`src/hdl/ccr_pkg.sv`:
```
// ---------------------------------------------------------------------------
// ccr_pkg: shared types and constants of the circle collision resolver
// Command and status bundles, the multiply operation codes, the result
// selection codes and the output saturation helper.
// ---------------------------------------------------------------------------
`timescale 1ns / 1ps

package ccr_pkg;

  // Restitution ratios carry this many fraction bits.
  localparam int RATIO_BITS = 24;
  // Elasticity of one in Q1.16.
  localparam logic [16:0] ELAS_ONE = 17'd65536;

  // Internal signed working word, wide enough for every intermediate.
  typedef logic signed [39:0] wide_t;

  // Multiply operation codes, issued in this order by the controller.
  typedef logic [4:0] mop_t;
  localparam mop_t MOP_NONE = 5'd0;
  localparam mop_t MOP_SQX  = 5'd1;
  localparam mop_t MOP_SQY  = 5'd2;
  localparam mop_t MOP_DDX  = 5'd3;
  localparam mop_t MOP_DDY  = 5'd4;
  localparam mop_t MOP_V1NA = 5'd5;
  localparam mop_t MOP_V1NB = 5'd6;
  localparam mop_t MOP_V2NA = 5'd7;
  localparam mop_t MOP_V2NB = 5'd8;
  localparam mop_t MOP_T1X  = 5'd9;
  localparam mop_t MOP_T1Y  = 5'd10;
  localparam mop_t MOP_T2X  = 5'd11;
  localparam mop_t MOP_T2Y  = 5'd12;
  localparam mop_t MOP_K2   = 5'd13;
  localparam mop_t MOP_K1   = 5'd14;
  localparam mop_t MOP_V1F  = 5'd15;
  localparam mop_t MOP_V2F  = 5'd16;
  localparam mop_t MOP_O1X  = 5'd17;
  localparam mop_t MOP_O1Y  = 5'd18;
  localparam mop_t MOP_O2X  = 5'd19;
  localparam mop_t MOP_O2Y  = 5'd20;

  // Which value the output register is loaded with.
  typedef logic [2:0] emit_t;
  localparam emit_t EMIT_NONE = 3'd0;
  localparam emit_t EMIT_PASS = 3'd1;
  localparam emit_t EMIT_HELD = 3'd2;
  localparam emit_t EMIT_CUR  = 3'd3;
  localparam emit_t EMIT_RES0 = 3'd4;
  localparam emit_t EMIT_RES1 = 3'd5;

  // Destination of a division.
  typedef logic [1:0] dsel_t;
  localparam dsel_t DSEL_NX = 2'd0;
  localparam dsel_t DSEL_NY = 2'd1;
  localparam dsel_t DSEL_R2 = 2'd2;
  localparam dsel_t DSEL_R1 = 2'd3;

  typedef struct packed {
    logic  load_held;
    logic  load_cur;
    logic  do_diff;
    logic  sqrt_start;
    logic  do_chk;
    logic  div_start;
    dsel_t div_sel;
    mop_t  mop;
    emit_t emit;
  } cmd_t;

  typedef struct packed {
    logic sqrt_done;
    logic div_done;
    logic no_hit;
  } sts_t;

  // Magnitude of a working word.
  function automatic logic [39:0] mag40(input wide_t v);
    return v[39] ? 40'(-v) : 40'(v);
  endfunction

  // Clamp a working word to 32 bit signed.
  function automatic logic signed [31:0] sat32(input wide_t v);
    if (v > 40'sd2147483647) begin
      return 32'sh7fffffff;
    end else if (v < -40'sd2147483648) begin
      return 32'sh80000000;
    end
    return v[31:0];
  endfunction

endpackage

```
`src/hdl/ccr_ctrl.sv`:
```
// ---------------------------------------------------------------------------
// ccr_ctrl: sequencer of the collision resolver
// Owns the input and output handshakes and the held-particle flag, and
// steps the datapath through distance, normal, push-out and impulse.
// ---------------------------------------------------------------------------
`timescale 1ns / 1ps

module ccr_ctrl (
  input  logic          clk_i,
  input  logic          rst_ni,
  input  logic          in_valid_i,
  input  logic          second_i,
  output logic          in_stall_o,
  output logic          out_valid_o,
  input  logic          out_stall_i,
  input  ccr_pkg::sts_t sts_i,
  output ccr_pkg::cmd_t cmd_o
);

  import ccr_pkg::*;

  localparam logic [4:0] ST_IDLE  = 5'd0;
  localparam logic [4:0] ST_PASS  = 5'd1;
  localparam logic [4:0] ST_DIFF  = 5'd2;
  localparam logic [4:0] ST_SQX   = 5'd3;
  localparam logic [4:0] ST_SQY   = 5'd4;
  localparam logic [4:0] ST_SQW   = 5'd5;
  localparam logic [4:0] ST_SQST  = 5'd6;
  localparam logic [4:0] ST_SQRUN = 5'd7;
  localparam logic [4:0] ST_CHK   = 5'd8;
  localparam logic [4:0] ST_EMH   = 5'd9;
  localparam logic [4:0] ST_EMC   = 5'd10;
  localparam logic [4:0] ST_DVX   = 5'd11;
  localparam logic [4:0] ST_DVXW  = 5'd12;
  localparam logic [4:0] ST_DVY   = 5'd13;
  localparam logic [4:0] ST_DVYW  = 5'd14;
  localparam logic [4:0] ST_MULA  = 5'd15;
  localparam logic [4:0] ST_DVR2  = 5'd16;
  localparam logic [4:0] ST_DVR2W = 5'd17;
  localparam logic [4:0] ST_MK1   = 5'd18;
  localparam logic [4:0] ST_DVR1  = 5'd19;
  localparam logic [4:0] ST_DVR1W = 5'd20;
  localparam logic [4:0] ST_MULB  = 5'd21;
  localparam logic [4:0] ST_DRAIN = 5'd22;
  localparam logic [4:0] ST_EM0   = 5'd23;
  localparam logic [4:0] ST_EM1   = 5'd24;

  logic [4:0] state_q, state_d;
  logic       hf_q, hf_d;
  logic       out_valid_q, out_valid_d;
  mop_t       mop_q, mop_d;
  logic       out_free;
  cmd_t       cmd;

  // Next state and command decode.
  always_comb begin
    cmd         = '0;
    state_d     = state_q;
    hf_d        = hf_q;
    mop_d       = mop_q;
    out_free    = !out_valid_q || !out_stall_i;
    out_valid_d = out_valid_q && out_stall_i;
    case (state_q)
      ST_IDLE: begin
        if (in_valid_i) begin
          if (!second_i) begin
            cmd.load_held = 1'b1;
            hf_d          = 1'b1;
          end else begin
            cmd.load_cur = 1'b1;
            if (hf_q) begin
              hf_d    = 1'b0;
              state_d = ST_DIFF;
            end else begin
              state_d = ST_PASS;
            end
          end
        end
      end
      ST_PASS: begin
        if (out_free) begin
          cmd.emit    = EMIT_PASS;
          out_valid_d = 1'b1;
          state_d     = ST_IDLE;
        end
      end
      ST_DIFF: begin
        cmd.do_diff = 1'b1;
        state_d     = ST_SQX;
      end
      ST_SQX: begin
        cmd.mop = MOP_SQX;
        state_d = ST_SQY;
      end
      ST_SQY: begin
        cmd.mop = MOP_SQY;
        state_d = ST_SQW;
      end
      ST_SQW: state_d = ST_SQST;
      ST_SQST: begin
        cmd.sqrt_start = 1'b1;
        state_d        = ST_SQRUN;
      end
      ST_SQRUN: begin
        if (sts_i.sqrt_done) begin
          state_d = ST_CHK;
        end
      end
      ST_CHK: begin
        cmd.do_chk = 1'b1;
        state_d    = sts_i.no_hit ? ST_EMH : ST_DVX;
      end
      ST_EMH: begin
        if (out_free) begin
          cmd.emit    = EMIT_HELD;
          out_valid_d = 1'b1;
          state_d     = ST_EMC;
        end
      end
      ST_EMC: begin
        if (out_free) begin
          cmd.emit    = EMIT_CUR;
          out_valid_d = 1'b1;
          state_d     = ST_IDLE;
        end
      end
      ST_DVX: begin
        cmd.div_start = 1'b1;
        cmd.div_sel   = DSEL_NX;
        state_d       = ST_DVXW;
      end
      ST_DVXW: begin
        if (sts_i.div_done) begin
          state_d = ST_DVY;
        end
      end
      ST_DVY: begin
        cmd.div_start = 1'b1;
        cmd.div_sel   = DSEL_NY;
        state_d       = ST_DVYW;
      end
      ST_DVYW: begin
        if (sts_i.div_done) begin
          mop_d   = MOP_DDX;
          state_d = ST_MULA;
        end
      end
      // Push-out, normal and tangential parts, then the first ratio product.
      ST_MULA: begin
        cmd.mop = mop_q;
        if (mop_q == MOP_K2) begin
          state_d = ST_DVR2;
        end else begin
          mop_d = mop_q + 5'd1;
        end
      end
      ST_DVR2: begin
        cmd.div_start = 1'b1;
        cmd.div_sel   = DSEL_R2;
        state_d       = ST_DVR2W;
      end
      ST_DVR2W: begin
        if (sts_i.div_done) begin
          state_d = ST_MK1;
        end
      end
      ST_MK1: begin
        cmd.mop = MOP_K1;
        state_d = ST_DVR1;
      end
      ST_DVR1: begin
        cmd.div_start = 1'b1;
        cmd.div_sel   = DSEL_R1;
        state_d       = ST_DVR1W;
      end
      ST_DVR1W: begin
        if (sts_i.div_done) begin
          mop_d   = MOP_V1F;
          state_d = ST_MULB;
        end
      end
      // Velocity exchange and recombination.
      ST_MULB: begin
        cmd.mop = mop_q;
        if (mop_q == MOP_O2Y) begin
          state_d = ST_DRAIN;
        end else begin
          mop_d = mop_q + 5'd1;
        end
      end
      ST_DRAIN: state_d = ST_EM0;
      ST_EM0: begin
        if (out_free) begin
          cmd.emit    = EMIT_RES0;
          out_valid_d = 1'b1;
          state_d     = ST_EM1;
        end
      end
      ST_EM1: begin
        if (out_free) begin
          cmd.emit    = EMIT_RES1;
          out_valid_d = 1'b1;
          state_d     = ST_IDLE;
        end
      end
      default: state_d = ST_IDLE;
    endcase
  end

  // Control registers.
  always_ff @(posedge clk_i or negedge rst_ni) begin
    if (!rst_ni) begin
      state_q     <= ST_IDLE;
      hf_q        <= 1'b0;
      out_valid_q <= 1'b0;
      mop_q       <= MOP_NONE;
    end else begin
      state_q     <= state_d;
      hf_q        <= hf_d;
      out_valid_q <= out_valid_d;
      mop_q       <= mop_d;
    end
  end

  assign in_stall_o  = state_q != ST_IDLE;
  assign out_valid_o = out_valid_q;
  assign cmd_o       = cmd;

endmodule

```
`config.mk`:
```
export PLATFORM = sky130hd
export DESIGN_NAME = ccr_ctrl
export DESIGN_NICKNAME = d
export VERILOG_FILES = /design/src/hdl/ccr_pkg.sv /design/src/hdl/ccr_ctrl.sv
export SDC_FILE = /design/constraint.sdc
export NUM_CORES = 1
export LEC_CHECK = 0
export ABC_CLOCK_PERIOD_IN_PS = 3010
export BUFFER_PORTS_ARGS = -buffer_cell sky130_fd_sc_hd__clkbuf_2
export CAP_MARGIN = 20
export CORE_ASPECT_RATIO = 1.2
export CORE_UTILIZATION = 40
export CTS_CLUSTER_DIAMETER = 200
export CTS_CLUSTER_SIZE = 16
export DETAILED_ROUTE_END_ITERATION = 10
export PLACE_DENSITY = 0.7
export SYNTH_ARGS = -nofsm -noshare
export SYNTH_HDL_FRONTEND = slang
export SYNTH_SLANG_ARGS = --single-unit
export TNS_END_PERCENT = 100
```
`constraint.sdc`:
```
create_clock -name clk_i -period 3.01 [get_ports clk_i]
set_clock_uncertainty 0.05 [all_clocks]
set_input_delay 0.1505 -clock clk_i [delete_from_list [all_inputs] [get_ports clk_i]]
set_output_delay 0.1505 -clock clk_i [all_outputs]
set_load 0.01 [all_outputs]
```
==> impl_metrics.ini <==
[outcome]
run_status = finished, final reports clean

[synth]
syn-cell-area_mm2 = 0.001177
synth_edf_count = 0
mappedNetlistNets = 165
ys_warnings = 0
yosysUniqueCellTypes = 45
asyncSetResetFlopFracSynth = 1.000
synth-seq-cells = 12
synth_flop_cell = sky130_fd_sc_hd__dfrtp_1
post-synth-top-count-cell = sky130_fd_sc_hd__nor2_1
synth_sequential_area_ratio = 0.2550
synth.cells.most_frequent = sky130_fd_sc_hd__nor2_1 (18), sky130_fd_sc_hd__nand2_1 (16), sky130_fd_sc_hd__dfrtp_1 (12)
synthCells = 154
postSynthAreaPerCell_um2 = 7.645
post-synth-top-area-fraction = 0.2550
post_synth_main_area_contributors = sky130_fd_sc_hd__dfrtp_1 (26%), sky130_fd_sc_hd__nor2_1 (5.7%), sky130_fd_sc_hd__nand2_1 (5.1%)
yosysTopAreaCell = sky130_fd_sc_hd__dfrtp_1

[place]
place.port_buffers = 25
placed_area_mm2 = 0.001295
dpl.hpwl_mm = 2.201
gp_routability_congestion = 0.8936
placedCellCount = 203
place_worst_setup_slack_ns = 0.6791

[drt]
detail_route.drc_violations = 0
post_detailed_route_wirelength_per_cell_um = 14.35
vias = 1242
drt_iter0_drc = 44
ant_nets = 0
detailedRoute.firstPassIterationCount = 4
post_drt_via_cell_ratio = 5.971
detail_route.wirelength_mm = 2.985

[global_routing]
gr_util_all_layers = 0.2118
number_of_global_route_vias_before_repair = 1114
grt_use_met1 = 0.3077
top_usage_layer = met2
grt_antenna_before_repair = 0
overflow = 0
maximum_number_of_pins_on_one_net_before_global_route_repair = 27
grt_use_met2 = 0.3117
global_route.usage.met3 = 0.01975
grt_first_pass_wirelength_mm = 5.133

[critical_path]
critical_path_arrival_ns = 2.52
r2r_setup_slack_ns = 0.65
crit_end_category = flip-flop
criticalPathCategory = flip-flop to flip-flop
critical_path_required_ns = 3.17
critical_path.reg2reg.endpoint = mop_q[4]
startpoint_type = flip-flop
critPathMaxFanout = 21
ff2ff_path_depth = 5
crit-reg2reg-launch = state_q[4]

[pwr]
total_switching_power_uw = 737.4
cellInternalPower_uw = 657.0
max-vdd-ir-drop_mv = 0.4760
sequential_power_share = 0.309
pwr-share-clk = 0.092
power_density_mw_per_mm2 = 1040
power.switching_fraction = 0.5288
power.total_uw = 1394
leakage_uw = 0.0005980
share_comb_of_total_power = 0.598

[timing]
min_period_over_period = 0.7826
grt_setup_unrepaired = false
slew-limit-headroom = 0.5068
fmaxAchievable_mhz = 424.5
final_critical_path_setup_slack_ns = 0.6545
report.final.hold_viol_count = 0
setup_total_negative_slack_ns = 0
setup_violations = 0
timing.final.max_slew_violations = 0
shortest_period_the_worst_path_allows_ns = 2.356
tightest_slew_ns = 0.7398

[clocking]
cts_root_buffer = sky130_fd_sc_hd__clkbuf_4
cts.clk_slew.worst_paths_ns = 0.08
numCtsBuffers = 3
tritoncts = built
numClockSinks = 12
clock_tree.buffer_depth = 2
post_cts.resized_instances = 0
clock_insertion_delay_worst_skew_ns = 0.27
cts.htree.levels = 1

[die]
boundaryPins = 26
std_cell_rows = 21
die_w_um = 51.53
initial_utilization = 0.4227
coreArea_mm2 = 0.002785
die_height_um = 61.43
fp.dieArea_mm2 = 0.003165

[cells_and_area]
nNetsFinal = 186
final_cells = 208
fillCellCount = 299
n_antenna_cell = 0
fin_area_mm2 = 0.001341
layout-drive-gt1-share = 0.2241
synthToLayoutAreaGrowth_pct = 13.92

[job]
drv_cap = 0

[hold_path]
min-delay-path-class = input port to flip-flop
worst_hold_path.num_cells = 3
min_from = in_valid_i
timing.hold.worst_endpoint = hf_q
[layer usage]
metal	share of wire	wire (um)
met2	0.46	1367
met4	0.015	44
met1	0.46	1376
met3	0.066	197
met5	0	0
[final cells by class]
class	instances	area, um^2	area share
Multi-Input combinational cell	123	785.8	0.5858
Inverter	7	26.28	0.01959
Clock buffer	4	36.28	0.02705
Timing Repair Buffer	28	150.1	0.1119
Tap cell	34	42.54	0.03172
Sequential cell	12	300.3	0.2239
[power by group through the flow]
stage / clock network (uW) / logic (uW) / registers, uW
after floorplan: 0 / 756 / 304
after detailed placement: 0 / 826 / 432
after global routing: 147 / 940 / 455
after global placement: 0 / 809 / 421
after CTS: 137 / 832 / 427
final: 129 / 834 / 431
[logic make-up (layout without fill, tap and decap cells)]
logic type / after synthesis / after routing / synth area share
and+or+nand+nor: 74 / 74 / 0.3294
xor gates and xnor gates: 1 / 1 / 0.007440
AOI/OAI and AO/OA: 42 / 42 / 0.2710
adders and majority gates: 3 / 3 / 0.03188
muxes: 3 / 3 / 0.02763
DFF: 12 / 12 / 0.2550
buffers and inverters: 19 / 39 / 0.07757
[cells in the final DEF, fill, tap and decap left out, drive strengths merged, types with 2 or more instances in the layout]
cell type	Yosys	layout
nand2	16	16
a22oi	2	2
a31oi	4	4
o22ai	5	5
dfrtp	12	12
clkbuf	4	29
nor4	2	2
nor2b	3	3
and3	5	5
buf	8	2
o211ai	3	3
and2	2	2
a211o	2	2
o31ai	3	3
o41ai	2	2
nand3	7	7
nor3	7	7
nor2	18	18
ha	3	3
nand2b	6	6
a21oi	5	5
o21ai	8	8
mux2	2	2
inv	7	7
a32oi	2	2
[worst max-delay path by stage]
| stage | startpoint | end |
|---|---|---|
| after global placement | state_q[3] | state_q[1] |
| after detailed placement | state_q[4] | mop_q[4] |
| final | state_q[4] | mop_q[4] |
| after floorplan | state_q[3] | state_q[1] |
| after CTS | state_q[3] | cmd_o[7] |
| after global routing | state_q[3] | cmd_o[6] |
[flip-flops by register name, summed over array words and instances, names as in the netlist]
register,flops
mop_q,5
hf_q,1
out_valid_o,1
state_q,5
[metrics by stage]
step	hold WS, ns	util
CTS	0.08534	0.4816
detailed placement	0.001763	0.4650
global route	0.1631	0.4816
floorplan	-0.1951	-
global placement	-0.002774	0.4650
finish	0.1028	0.4816
[critical path, stage by stage (launching register included)]
cell,delay (ns)
sky130_fd_sc_hd__dfrtp_1,0.74
sky130_fd_sc_hd__nor3b_2,0.41
sky130_fd_sc_hd__o221ai_2,0.15
sky130_fd_sc_hd__a211o_1,0.35
sky130_fd_sc_hd__or4_1,0.49
sky130_fd_sc_hd__nand3_1,0.10
[what timing repair did]
action | in CTS | in global routing
setup endpoints to repair | 0 | 0
hold buffers | 1 | 0
endpoints found under the hold margin | 12 | 0
buffers inserted | 0 | 0
(Power assumes the default switching activity.)
